--- src/hw/rtl/binned_depth_window_centroid_macros.svh ---
// Assertion macros used by the binned depth window centroid top level.
`ifndef BINNED_DEPTH_WINDOW_CENTROID_MACROS_SVH
`define BINNED_DEPTH_WINDOW_CENTROID_MACROS_SVH

// Same-cycle implication, disabled during reset.
`define BDWC_ASSERT_SAME(lbl, clk, rst, ante, cons, msg) \
   lbl: assert property (@(posedge clk) disable iff (rst) (ante) |-> (cons)) else $error(msg);

// Next-cycle implication, disabled during reset.
`define BDWC_ASSERT_NEXT(lbl, clk, rst, ante, cons, msg) \
   lbl: assert property (@(posedge clk) disable iff (rst) (ante) |=> (cons)) else $error(msg);

`endif

--- src/hw/rtl/bdwc_pkg.sv ---
// Package with constants, codes and controller/datapath interface types.
`default_nettype none
package bdwc_pkg;

   localparam int NUM_CHROMS_DEF     = 32;
   localparam int BINS_PER_CHROM_DEF = 65536;

   localparam int BS_W     = 21;
   localparam int MUL_W    = BS_W + 8;
   localparam int CENT_W   = 44;
   localparam int DIV_STEPS = 31;

   localparam logic [BS_W-1:0] BIN_WIDTH_RESET = 21'd100;

   localparam logic [1:0] OP_WRITE = 2'd0;
   localparam logic [1:0] OP_COUNT = 2'd1;
   localparam logic [1:0] OP_QUERY = 2'd2;

   localparam logic [1:0] ST_OK    = 2'd0;
   localparam logic [1:0] ST_NEG   = 2'd1;
   localparam logic [1:0] ST_RANGE = 2'd2;
   localparam logic [1:0] ST_ZERO  = 2'd3;

   typedef struct packed {
      logic       accept;
      logic       div_step;
      logic       sum_init;
      logic       sum_step;
      logic       mul_init;
      logic       mul_step;
      logic       qdiv_init;
      logic       qdiv_step;
      logic       out_load;
      logic [1:0] out_status;
   } cmd_type;

   typedef struct packed {
      logic neg_bound;
      logic range_err;
      logic empty_win;
      logic sum_last;
      logic pipe_busy;
      logic total_zero;
      logic out_free;
   } sts_type;

endpackage
`default_nettype wire

--- src/hw/rtl/bdwc_ctl.sv ---
// Controller state machine sequencing loads and window queries.
`default_nettype none
module bdwc_ctl
   import bdwc_pkg::*;
#(
   parameter int BINS_PER_CHROM = BINS_PER_CHROM_DEF
) (
   input  wire logic       clock,
   input  wire logic       reset,
   input  wire logic       req_valid,
   input  wire logic [1:0] req_op,
   output logic            req_stall,
   output cmd_type         cmd,
   input  wire sts_type    sts
);

   localparam int IDX_W  = $clog2(BINS_PER_CHROM);
   localparam int WSUM_W = 16 + 2 * IDX_W;
   localparam int N_W    = WSUM_W + MUL_W;
   localparam int STEP_W = $clog2(N_W + 1);

   typedef enum logic [3:0] {
      S_IDLE, S_QSTART, S_DIV, S_CHECK, S_SUM, S_DRAIN, S_MUL, S_QDIV, S_FIN
   } state_type;

   state_type         state_ff, state_in;
   logic [STEP_W-1:0] step_ff, step_in;
   logic [1:0]        code_ff, code_in;
   logic              step_done;

   assign step_done = (step_ff == '0);
   assign req_stall = (state_ff != S_IDLE);

   always_comb begin
      cmd            = '0;
      cmd.accept     = req_valid && (state_ff == S_IDLE);
      cmd.out_status = code_ff;
      state_in       = state_ff;
      step_in        = step_ff;
      code_in        = code_ff;
      case (state_ff)
         S_IDLE: begin
            if (cmd.accept && req_op == OP_QUERY) begin
               state_in = S_QSTART;
            end
         end
         S_QSTART: begin
            if (sts.neg_bound) begin
               code_in  = ST_NEG;
               state_in = S_FIN;
            end else begin
               step_in  = STEP_W'(DIV_STEPS - 1);
               state_in = S_DIV;
            end
         end
         S_DIV: begin
            cmd.div_step = 1'b1;
            step_in      = step_ff - 1'b1;
            if (step_done) begin
               state_in = S_CHECK;
            end
         end
         S_CHECK: begin
            if (sts.range_err) begin
               code_in  = ST_RANGE;
               state_in = S_FIN;
            end else if (sts.empty_win) begin
               code_in  = ST_ZERO;
               state_in = S_FIN;
            end else begin
               cmd.sum_init = 1'b1;
               state_in     = S_SUM;
            end
         end
         S_SUM: begin
            cmd.sum_step = 1'b1;
            if (sts.sum_last) begin
               state_in = S_DRAIN;
            end
         end
         S_DRAIN: begin
            if (!sts.pipe_busy) begin
               if (sts.total_zero) begin
                  code_in  = ST_ZERO;
                  state_in = S_FIN;
               end else begin
                  cmd.mul_init = 1'b1;
                  step_in      = STEP_W'(MUL_W - 1);
                  state_in     = S_MUL;
               end
            end
         end
         S_MUL: begin
            cmd.mul_step = 1'b1;
            step_in      = step_ff - 1'b1;
            if (step_done) begin
               cmd.qdiv_init = 1'b1;
               step_in       = STEP_W'(N_W - 1);
               state_in      = S_QDIV;
            end
         end
         S_QDIV: begin
            cmd.qdiv_step = 1'b1;
            step_in       = step_ff - 1'b1;
            if (step_done) begin
               code_in  = ST_OK;
               state_in = S_FIN;
            end
         end
         S_FIN: begin
            if (sts.out_free) begin
               cmd.out_load = 1'b1;
               state_in     = S_IDLE;
            end
         end
         default: begin
            state_in = S_IDLE;
         end
      endcase
   end

   always_ff @(posedge clock) begin
      if (reset) begin
         state_ff <= S_IDLE;
         step_ff  <= '0;
         code_ff  <= ST_OK;
      end else begin
         state_ff <= state_in;
         step_ff  <= step_in;
         code_ff  <= code_in;
      end
   end

endmodule
`default_nettype wire

--- config.mk ---
export PLATFORM = sky130hd
export DESIGN_NAME = bdwc_ctl
export DESIGN_NICKNAME = d
export VERILOG_FILES = /design/src/hw/rtl/binned_depth_window_centroid_macros.svh /design/src/hw/rtl/bdwc_pkg.sv /design/src/hw/rtl/bdwc_ctl.sv
export SDC_FILE = /design/constraint.sdc
export NUM_CORES = 1
export LEC_CHECK = 0
export ABC_AREA = 0
export BUFFER_PORTS_ARGS = -buffer_cell sky130_fd_sc_hd__buf_2
export CORE_MARGIN = 8
export CORE_UTILIZATION = 52
export CTS_CLUSTER_SIZE = 12
export DETAILED_ROUTE_END_ITERATION = 12
export PLACE_DENSITY = 0.77
export SLEW_MARGIN = 40
export SYNTH_ARGS = -nofsm -noshare
export SYNTH_HDL_FRONTEND = slang
export SYNTH_SLANG_ARGS = --single-unit
--- constraint.sdc ---
create_clock -name clock -period 2.2 [get_ports clock]
set_input_delay 0.11 -clock clock [delete_from_list [all_inputs] [get_ports clock]]
set_output_delay 0.11 -clock clock [all_outputs]
set_load 0.02 [all_outputs]
==> flow_metrics.env, run 1 <==
export IMPL_outcome="finished clean"
export IMPL_crit_family="flip-flops"
export IMPL_hp_start="reset"
export IMPL_critical_path_cell_chain="and4bb_1 -> and3_2 -> buf_2"
export IMPL_drt_iter0_drc=22
export IMPL_dieArea_um2=3670
export IMPL_worstPathRequired_ns=2.09
export IMPL_arrival_ns=1.83
export IMPL_start_util=0.538
export IMPL_crit_buf_inv=1
export IMPL_cts_clk_slew_worst_paths_ns=0.09
export IMPL_first_pass_iters=4
export IMPL_drt_vias_per_instance=6.23
export IMPL_place_congestion=0.837
export IMPL_critPathLaunchType="flop"
export IMPL_synthArstFlopShare=0
export IMPL_combPwrFrac=0.517
export IMPL_die_h_um=60.6
export IMPL_fin_crit_ns=1.94
export IMPL_hpwl_mm=2.00
export IMPL_syn_num_nets=145
export IMPL_timing_rr_end="step_ff[6]"
export IMPL_max_slew_margin=0.566
export IMPL_wl_mm=2.65
export IMPL_hold_viol_final=0
export IMPL_period_share=0.880
export IMPL_p_per_area_nw_per_um2=966
export IMPL_grt_overflow=0
export IMPL_tightestPinTransition_ns=0.650
export IMPL_stdcell_count=178
export IMPL_grt_first_pass_wirelength_mm=4.51
export IMPL_power_mw=1.14
export IMPL_grt_max_degree=20
export IMPL_cts_hold_buf=0
export IMPL_mostFrequentLayoutCells="23 x buf_2, 13 x dfxtp_1, 11 x inv_1, 11 x o21ai_0"
export IMPL_synth_seq_cells=13
export IMPL_io_buffers=23
export IMPL_insertion_delay_ns=0.28
export IMPL_crit_path_end_kind="output pin"
export IMPL_rrSetupSlack_ns=0.29
export IMPL_ys_types=47
export IMPL_htreeDepth=1
export IMPL_intPower_mw=0.613
export IMPL_min_to="state_ff[0]"
export IMPL_worst_hold_path_num_cells=2
export IMPL_max_cap_violations=0
export IMPL_antenna_found_initial=0
export IMPL_first_global_vias=1043
export IMPL_vias=1109
export IMPL_slowest_stage="dfxtp_1"
export IMPL_cts_root_buf="clkbuf_4"
export IMPL_nets=166
export IMPL_cts_sinks=13
export IMPL_synth_warnings=0
export IMPL_cts_buffers=3
export IMPL_netlist_instances=131
export IMPL_synth_area_um2=1030
export IMPL_clkPwrFrac=0.139
export IMPL_r2r_start="state_ff[2]"
export IMPL_antenna_cells=0
export IMPL_syn_avg_cell_area_um2=7.89
export IMPL_seq_power_share=0.344
export IMPL_antenna_left=0
export IMPL_swShare=0.461
export IMPL_finClkSkew_ns=0.00291
export IMPL_setup_tns_ns=0
export IMPL_dp_cells=174
export IMPL_setup_violations=0
export IMPL_slowest_delay_ns=0.75
export IMPL_cts_resized=0
export IMPL_p_switching_mw=0.524
export IMPL_layout_commonest_cell="buf_2"
export IMPL_grt_usage=0.159
export IMPL_synth_ff_type="dfxtp_1"
export IMPL_layout_drive_gt1_share=0.245
export IMPL_drt_drc_violations_left=0
export IMPL_core_um2=1920
export IMPL_synthToLayoutAreaGrowth_pct=13.9
export IMPL_die_w_um=60.6
export IMPL_core_rowCount=16
export IMPL_ff2ff_path_depth=4
export IMPL_rsz0062_at_grt="false"
export IMPL_criticalPathCategory="reg2out"
export IMPL_pin_count=24
export IMPL_timing_hold_ws_ns=0.138
export IMPL_cts_tree="yes"
export IMPL_drv_slew=0
export IMPL_crit_fanout=19
export IMPL_wl_per_cell_um=14.9
export IMPL_cellLeakagePower_nw=0.477
export IMPL_synth_edff_count=0
export IMPL_cts_path_max_buffers=2
export IMPL_max_vdd_ir_drop_mv=0.671
export IMPL_ys_seq_area_frac=0.252
export IMPL_hold_class="in2reg"
export IMPL_max_freq_mhz=517
export IMPL_postCtsSetupRepairBufs=0
sequential cells by signal, indices dropped and copies added, names as in the netlist:
register,cells
state_ff,4
step_ff,7
code_ff,2
worst max path at each step:
stage                      from    endpoint  slack (ns)  depth (start not counted)
floorplan            step_ff[0]  step_ff[0]        0.49                          7
global placement    state_ff[2]  step_ff[6]        0.37                          4
detailed placement  state_ff[2]  step_ff[6]        0.31                          4
CTS                 state_ff[2]      cmd[4]        0.26                          3
global route        state_ff[2]      cmd[4]        0.14                          3
finish              state_ff[2]      cmd[4]        0.26                          3
layout make-up:
type	instances	area (um^2)
sequential	13	260
fill	184	744
clock buffer	4	26.3
inverter	11	41.3
tap	27	33.8
timing repair buffer	24	123
multi-input combinational	99	693
stage by stage:
step,util,instance area [um^2],worst slack (ns)
6_report,0.613,1180,0.265
5_1_grt,0.613,1180,0.143
4_1_cts,0.613,1180,0.264
3_5_place_dp,0.599,1150,0.310
3_3_place_gp,0.599,1150,0.372
2_1_floorplan,-,1030,0.486
metal layers:
metal  up-vias  share of wire  track usage
met1       528           0.44        0.180
li1        538              -            -
met4         0          0.014       0.0631
met2        36           0.48        0.267
met3         7          0.065       0.0530
met5         -              0            0
synthesized netlist by cell type (all sizes together) (2+ instances only):
| master | number | area [um^2] |
|---|---|---|
| dfxtp | 13 | 260 |
| inv | 11 | 41.3 |
| o21ai | 11 | 55.1 |
| a21oi | 8 | 43.8 |
| nor2 | 7 | 26.3 |
| nor3 | 6 | 30.0 |
| or4 | 6 | 45.0 |
| buf | 5 | 27.5 |
| nand2 | 5 | 18.8 |
| a211oi | 4 | 35.0 |
| mux2i | 4 | 40.0 |
| nor4 | 4 | 40.0 |
| clkbuf | 3 | 11.3 |
| nand2b | 3 | 18.8 |
| nor2b | 3 | 26.3 |
| o311ai | 3 | 26.3 |
| o31ai | 3 | 22.5 |
| a211o | 2 | 18.8 |
| a31oi | 2 | 12.5 |
| ha | 2 | 25.0 |
| nand3 | 2 | 10.0 |
| nor3b | 2 | 15.0 |
| o21a | 2 | 15.0 |
| or2 | 2 | 12.5 |
| or3 | 2 | 12.5 |
cells by family (layout without fill, tap and decap cells):
| logic type | count (synthesis) | count (layout) | share of synthesized area |
|---|---|---|---|
| AOI/OAI and AO/OA | 42 | 42 | 0.278 |
| muxes | 4 | 4 | 0.0387 |
| xor gates and xnor gates | 1 | 1 | 0.00848 |
| and+or+nand+nor | 50 | 50 | 0.321 |
| DFF | 13 | 13 | 0.252 |
| buffers and inverters | 19 | 39 | 0.0775 |
| adders and majority gates | 2 | 2 | 0.0242 |
power groups by stage:
stage / Combinational, mW / Sequential [mW] / Clock, mW
2_1_floorplan: 0.468 / 0.344 / 0
3_5_place_dp: 0.578 / 0.393 / 0
6_report: 0.588 / 0.391 / 0.158
5_1_grt: 0.647 / 0.404 / 0.174
4_1_cts: 0.582 / 0.387 / 0.161
3_3_place_gp: 0.567 / 0.392 / 0
Note: power is estimated with default switching activity, not from simulation.
==> inputs of run 2 (changes only) <==
--- a/config.mk
+++ b/config.mk
@@ -9,6 +9,7 @@
 export BUFFER_PORTS_ARGS = -buffer_cell sky130_fd_sc_hd__buf_2
 export CORE_MARGIN = 8
 export CORE_UTILIZATION = 52
+export CTS_BUF_LIST = sky130_fd_sc_hd__clkbuf_16
 export CTS_CLUSTER_SIZE = 12
 export DETAILED_ROUTE_END_ITERATION = 12
 export PLACE_DENSITY = 0.77
==> run 2 against run 1 <==
  * Maximum frequency increased by 2.3%
  * Count of clock-buffer cells in the layout is 1 lower
  * Die area stayed put
  * Sequential power about the same
  * Worst setup slack better by 0.044 ns
  * Cell area rose by 4.5%
  * Routed wire length grew 2.3%
  * Via count grew 0.54%
  * Final cell count is the same
==> flow_metrics.env, run 2 (synthesis gave the netlist of run 1 again) <==
export IMPL_vias=1115
export IMPL_critical_path_cell_chain="nor2b_4 -> or2_2 -> or4_1 -> o21ai_0"
export IMPL_swShare=0.412
export IMPL_fin_crit_ns=1.89
export IMPL_drv_slew=0
export IMPL_die_h_um=60.6
export IMPL_arrival_ns=2.06
export IMPL_drt_iter0_drc=29
export IMPL_critPathLaunchType="flop"
export IMPL_drt_drc_violations_left=0
export IMPL_pin_count=24
export IMPL_finClkSkew_ns=0.000535
export IMPL_largest_reg_flops=7
export IMPL_hold_viol_final=0
export IMPL_layout_commonest_cell="buf_2"
export IMPL_fill_cells=178
export IMPL_synthToLayoutAreaGrowth_pct=19.0
export IMPL_cts_hold_buf=0
export IMPL_max_vdd_ir_drop_mv=0.685
export IMPL_slowest_delay_ns=0.72
export IMPL_die_w_um=60.6
export IMPL_antenna_found_initial=0
export IMPL_hpwl_mm=2.00
export IMPL_cts_path_max_buffers=2
export IMPL_top_regs="step_ff x7, state_ff x4, code_ff x2"
export IMPL_placed_area_um2=1150
export IMPL_intPower_mw=0.784
export IMPL_mostFrequentLayoutCells="23 x buf_2, 13 x dfxtp_1, 12 x inv_1"
export IMPL_first_pass_iters=4
export IMPL_grt_overflow=0
export IMPL_crit_buf_inv=0
export IMPL_cts_clk_slew_worst_paths_ns=0.05
export IMPL_cts_tree="yes"
export IMPL_start_util=0.538
export IMPL_stdcell_area_um2=1230
export IMPL_core_rowCount=16
export IMPL_wl_per_cell_um=15.2
export IMPL_place_congestion=0.837
export IMPL_worstPathRequired_ns=2.37
export IMPL_cts_resized=0
export IMPL_grt_first_pass_wirelength_mm=4.53
export IMPL_max_freq_mhz=529
export IMPL_dpl_worst_slack_ns=0.310
export IMPL_layout_drive_gt1_share=0.245
export IMPL_clkPwrFrac=0.262
export IMPL_top_register="step_ff"
export IMPL_cts_root_buf="clkbuf_16"
export IMPL_first_global_vias=1045
export IMPL_grt_usage=0.161
export IMPL_crit_path_end_kind="flop"
export IMPL_combPwrFrac=0.442
export IMPL_nets=166
export IMPL_io_buffers=23
export IMPL_max_cap_violations=0
export IMPL_seq_power_share=0.295
export IMPL_hold_class="in2reg"
export IMPL_rsz0062_at_grt="false"
export IMPL_setup_violations=0
export IMPL_crit_family="simple AND/OR/NAND/NOR gates"
export IMPL_insertion_delay_ns=0.25
export IMPL_layout_setup_ws_ns=0.309
export IMPL_dieArea_um2=3670
export IMPL_htreeDepth=1
export IMPL_cts_sinks=13
export IMPL_period_share=0.860
export IMPL_setup_tns_ns=0
export IMPL_tightestPinTransition_ns=0.641
export IMPL_outcome="finished clean"
export IMPL_crit_fanout=19
export IMPL_cellLeakagePower_nw=0.504
export IMPL_core_um2=1920
export IMPL_criticalPathCategory="reg2reg"
export IMPL_antenna_left=0
export IMPL_slowest_stage="dfxtp_1"
export IMPL_grt_max_degree=20
export IMPL_p_switching_mw=0.549
export IMPL_max_slew_margin=0.572
export IMPL_cts_buffers=3
export IMPL_wl_mm=2.71
export IMPL_postCtsSetupRepairBufs=0
export IMPL_p_per_area_nw_per_um2=1080
export IMPL_antenna_cells=0
export IMPL_drt_vias_per_instance=6.26
[run 2: worst paths after layout]
check,start,endpoint,slack (ns),cells after the start
worst max-delay path,state_ff[2],step_ff[6],0.31,4
worst min-delay path,reset,state_ff[0],0.19,2
worst max register to register,state_ff[2],step_ff[6],0.31,4
worst min register to register,code_ff[0],code_ff[0],0.45,2
[run 2: final cells by class]
class | count | area (um^2) | area share
timing repair buffer | 24 | 123 | 0.0997
clock inverter | 1 | 3.75 | 0.00305
inverter | 11 | 41.3 | 0.0336
clock buffer | 3 | 75.1 | 0.0610
tap | 27 | 33.8 | 0.0275
sequential | 13 | 260 | 0.212
multi-input combinational | 99 | 693 | 0.564
[run 2: routing by layer]
metal | global-route usage | part of all wire | up-vias
li1 | - | - | 534
met1 | 0.180 | 0.43 | 540
met2 | 0.279 | 0.49 | 36
met3 | 0.0508 | 0.065 | 5
met4 | 0.0532 | 0.010 | 0
met5 | 0 | 0 | -
[run 2: per-stage QoR]
stage                     cells  hold slack [ns]  power (mW)  utilization
after detailed placement    174            0.437       0.970        0.599
after global routing        178            0.200        1.41        0.640
after floorplan             131            0.296       0.812            -
after CTS                   178            0.181        1.32        0.640
final                       178            0.187        1.33        0.640
after global placement      174            0.428       0.959        0.599
[run 2: worst reg2reg max path: cells and delay by family (launching register included)]
| kind | cells | cell delay (ns) |
|---|---|---|
| AO/OA/AOI/OAI | 1 | 0.08 |
| flip-flops | 1 | 0.72 |
| AND/OR/NAND/NOR | 3 | 1.01 |
[run 2: power by group through the flow]
stage,combinational [mW],sequential [mW],clock [mW]
floorplan,0.468,0.344,0
global placement,0.567,0.392,0
detailed placement,0.578,0.393,0
CTS,0.583,0.390,0.350
global route,0.647,0.404,0.362
finish,0.590,0.394,0.349
==> inputs of run 3 (changes only) <==
==> constraint.sdc (replaced) <==
create_clock -name clock -period 1.9 [get_ports clock]
set_input_delay 0.095 -clock clock [delete_from_list [all_inputs] [get_ports clock]]
set_output_delay 0.095 -clock clock [all_outputs]
set_load 0.02 [all_outputs]
==> run 3 against run 2 <==
  * Power increased by 19%
  * Combinational power increased by 27%
  * Maximum frequency increased by 6.7%
  * Hold slack got worse by 0.027 ns
  * Count of clock-buffer cells in the layout unchanged
  * Routed wire length increased by 8.0%
  * Clock skew increased by 0.0044 ns
  * Sequential power increased by 11%
  * First-iteration DRC count decreased by 55%
  * Sequential cell count unchanged
  * Worst setup slack got worse by 0.18 ns
  * Largest cell class unchanged
  * Largest power group unchanged
  * Highest routed layer unchanged
==> flow_metrics.env, run 3 (synthesis gave the netlist of run 1 again) <==
export IMPL_hold_class="in2reg"
export IMPL_max_cap_violations=0
export IMPL_period_share=0.933
export IMPL_postCtsSetupRepairBufs=0
export IMPL_cts_buffers=3
export IMPL_finClkSkew_ns=0.00491
export IMPL_grt_overflow=0
export IMPL_cts_clk_slew_worst_paths_ns=0.05
export IMPL_arrival_ns=1.95
export IMPL_min_to="state_ff[2]"
export IMPL_max_vdd_ir_drop_mv=0.803
export IMPL_io_buffers=23
export IMPL_layout_drive_gt1_share=0.274
export IMPL_rrSetupSlack_ns=0.13
export IMPL_dpl_worst_slack_ns=0.137
export IMPL_first_global_vias=1136
export IMPL_setup_violations=0
export IMPL_cellLeakagePower_nw=0.535
export IMPL_r2r_start="state_ff[2]"
export IMPL_grt_usage=0.177
export IMPL_top_register="step_ff"
export IMPL_worstPathRequired_ns=2.08
export IMPL_hp_start="reset"
export IMPL_vias=1126
export IMPL_die_w_um=60.6
export IMPL_timing_rr_end="state_ff[2]"
export IMPL_drt_iter0_drc=13
export IMPL_grt_max_degree=13
export IMPL_critPathLaunchType="flop"
export IMPL_start_util=0.538
export IMPL_drt_vias_per_instance=6.12
export IMPL_insertion_delay_ns=0.25
export IMPL_antenna_cells=0
export IMPL_crit_path_end_kind="flop"
export IMPL_pin_count=24
export IMPL_hold_viol_final=0
export IMPL_cts_sinks=13
export IMPL_ff2ff_path_depth=5
export IMPL_wl_per_cell_um=15.9
export IMPL_largest_reg_flops=7
export IMPL_cts_resized=0
export IMPL_p_per_area_nw_per_um2=1240
export IMPL_worst_hold_path_num_cells=2
export IMPL_criticalPathCategory="reg2reg"
export IMPL_cts_hold_buf=0
export IMPL_synthToLayoutAreaGrowth_pct=23.4
export IMPL_setup_tns_ns=0
export IMPL_antenna_left=0
export IMPL_antenna_found_initial=0
export IMPL_fill_cells=176
export IMPL_rsz0062_at_grt="false"
export IMPL_top_regs="step_ff x7, state_ff x4, code_ff x2"
export IMPL_nets=172
export IMPL_max_slew_margin=0.666
export IMPL_layout_commonest_cell="buf_2"
export IMPL_core_um2=1920
export IMPL_cts_root_buf="clkbuf_16"
export IMPL_dieArea_um2=3670
export IMPL_fin_crit_ns=1.77
export IMPL_layout_setup_ws_ns=0.128
export IMPL_wl_mm=2.92
export IMPL_outcome="finished clean"
export IMPL_die_h_um=60.6
export IMPL_htreeDepth=1
export IMPL_tightestPinTransition_ns=0.500
export IMPL_cts_tree="yes"
export IMPL_place_congestion=0.874
export IMPL_hpwl_mm=2.22
export IMPL_cts_path_max_buffers=2
export IMPL_core_rowCount=16
export IMPL_crit_fanout=12
export IMPL_drt_drc_violations_left=0
export IMPL_first_pass_iters=4
export IMPL_max_freq_mhz=564
export IMPL_grt_first_pass_wirelength_mm=4.96
export IMPL_mostFrequentLayoutCells="23 x buf_2, 13 x dfxtp_1, 12 x inv_1"
export IMPL_drv_slew=0
[run 3: how the worst max path moves through the flow]
stage,slack (ns),depth (start not counted),to,from
CTS,0.13,4,code_ff[1],state_ff[3]
finish,0.13,5,state_ff[2],state_ff[2]
global placement,0.18,4,code_ff[1],state_ff[3]
global route,0.007,4,code_ff[1],state_ff[3]
floorplan,0.19,7,step_ff[0],step_ff[0]
detailed placement,0.14,4,code_ff[1],state_ff[3]
[run 3: layer usage]
| layer | GRT usage | wire length [um] | vias to the layer above |
|---|---|---|---|
| li1 | - | - | 550 |
| met1 | 0.195 | 1270 | 538 |
| met2 | 0.306 | 1480 | 28 |
| met3 | 0.0360 | 98 | 10 |
| met4 | 0.103 | 75 | 0 |
| met5 | 0 | 0 | - |
[run 3: final cells by class]
type,count,area [um^2],share of cell area
Timing Repair Buffer,30,168,0.132
Multi-Input combinational cell,99,693,0.544
Clock inverter,1,3.75,0.00294
Sequential cell,13,260,0.204
Clock buffer,3,75.1,0.0589
Tap cell,27,33.8,0.0265
Inverter,11,41.3,0.0324
[run 3: worst max-delay path: stages (launching register included)]
cell and delay (ns):
dfxtp_1 0.43, buf_4 0.23, nor4b_2 0.35, a22oi_1 0.14, or4_1 0.41, a21oi_1 0.14
[run 3: where the power goes]
group          internal, mW  total, mW  switching (mW)  leakage [nW]
logic                 0.337      0.750           0.414         0.387
clock network         0.278      0.398           0.120        0.0423
registers             0.331      0.439           0.108         0.106
[run 3: through the flow]
step / hold WS, ns / power [mW] / instance area [um^2] / util / std cells
after floorplan: 0.276 / 0.940 / 1030 / - / 131
after global placement: 0.417 / 1.15 / 1200 / 0.622 / 180
after detailed placement: 0.419 / 1.18 / 1200 / 0.622 / 180
after CTS: 0.160 / 1.58 / 1270 / 0.663 / 184
after global routing: 0.177 / 1.70 / 1270 / 0.663 / 184
final: 0.160 / 1.59 / 1270 / 0.663 / 184
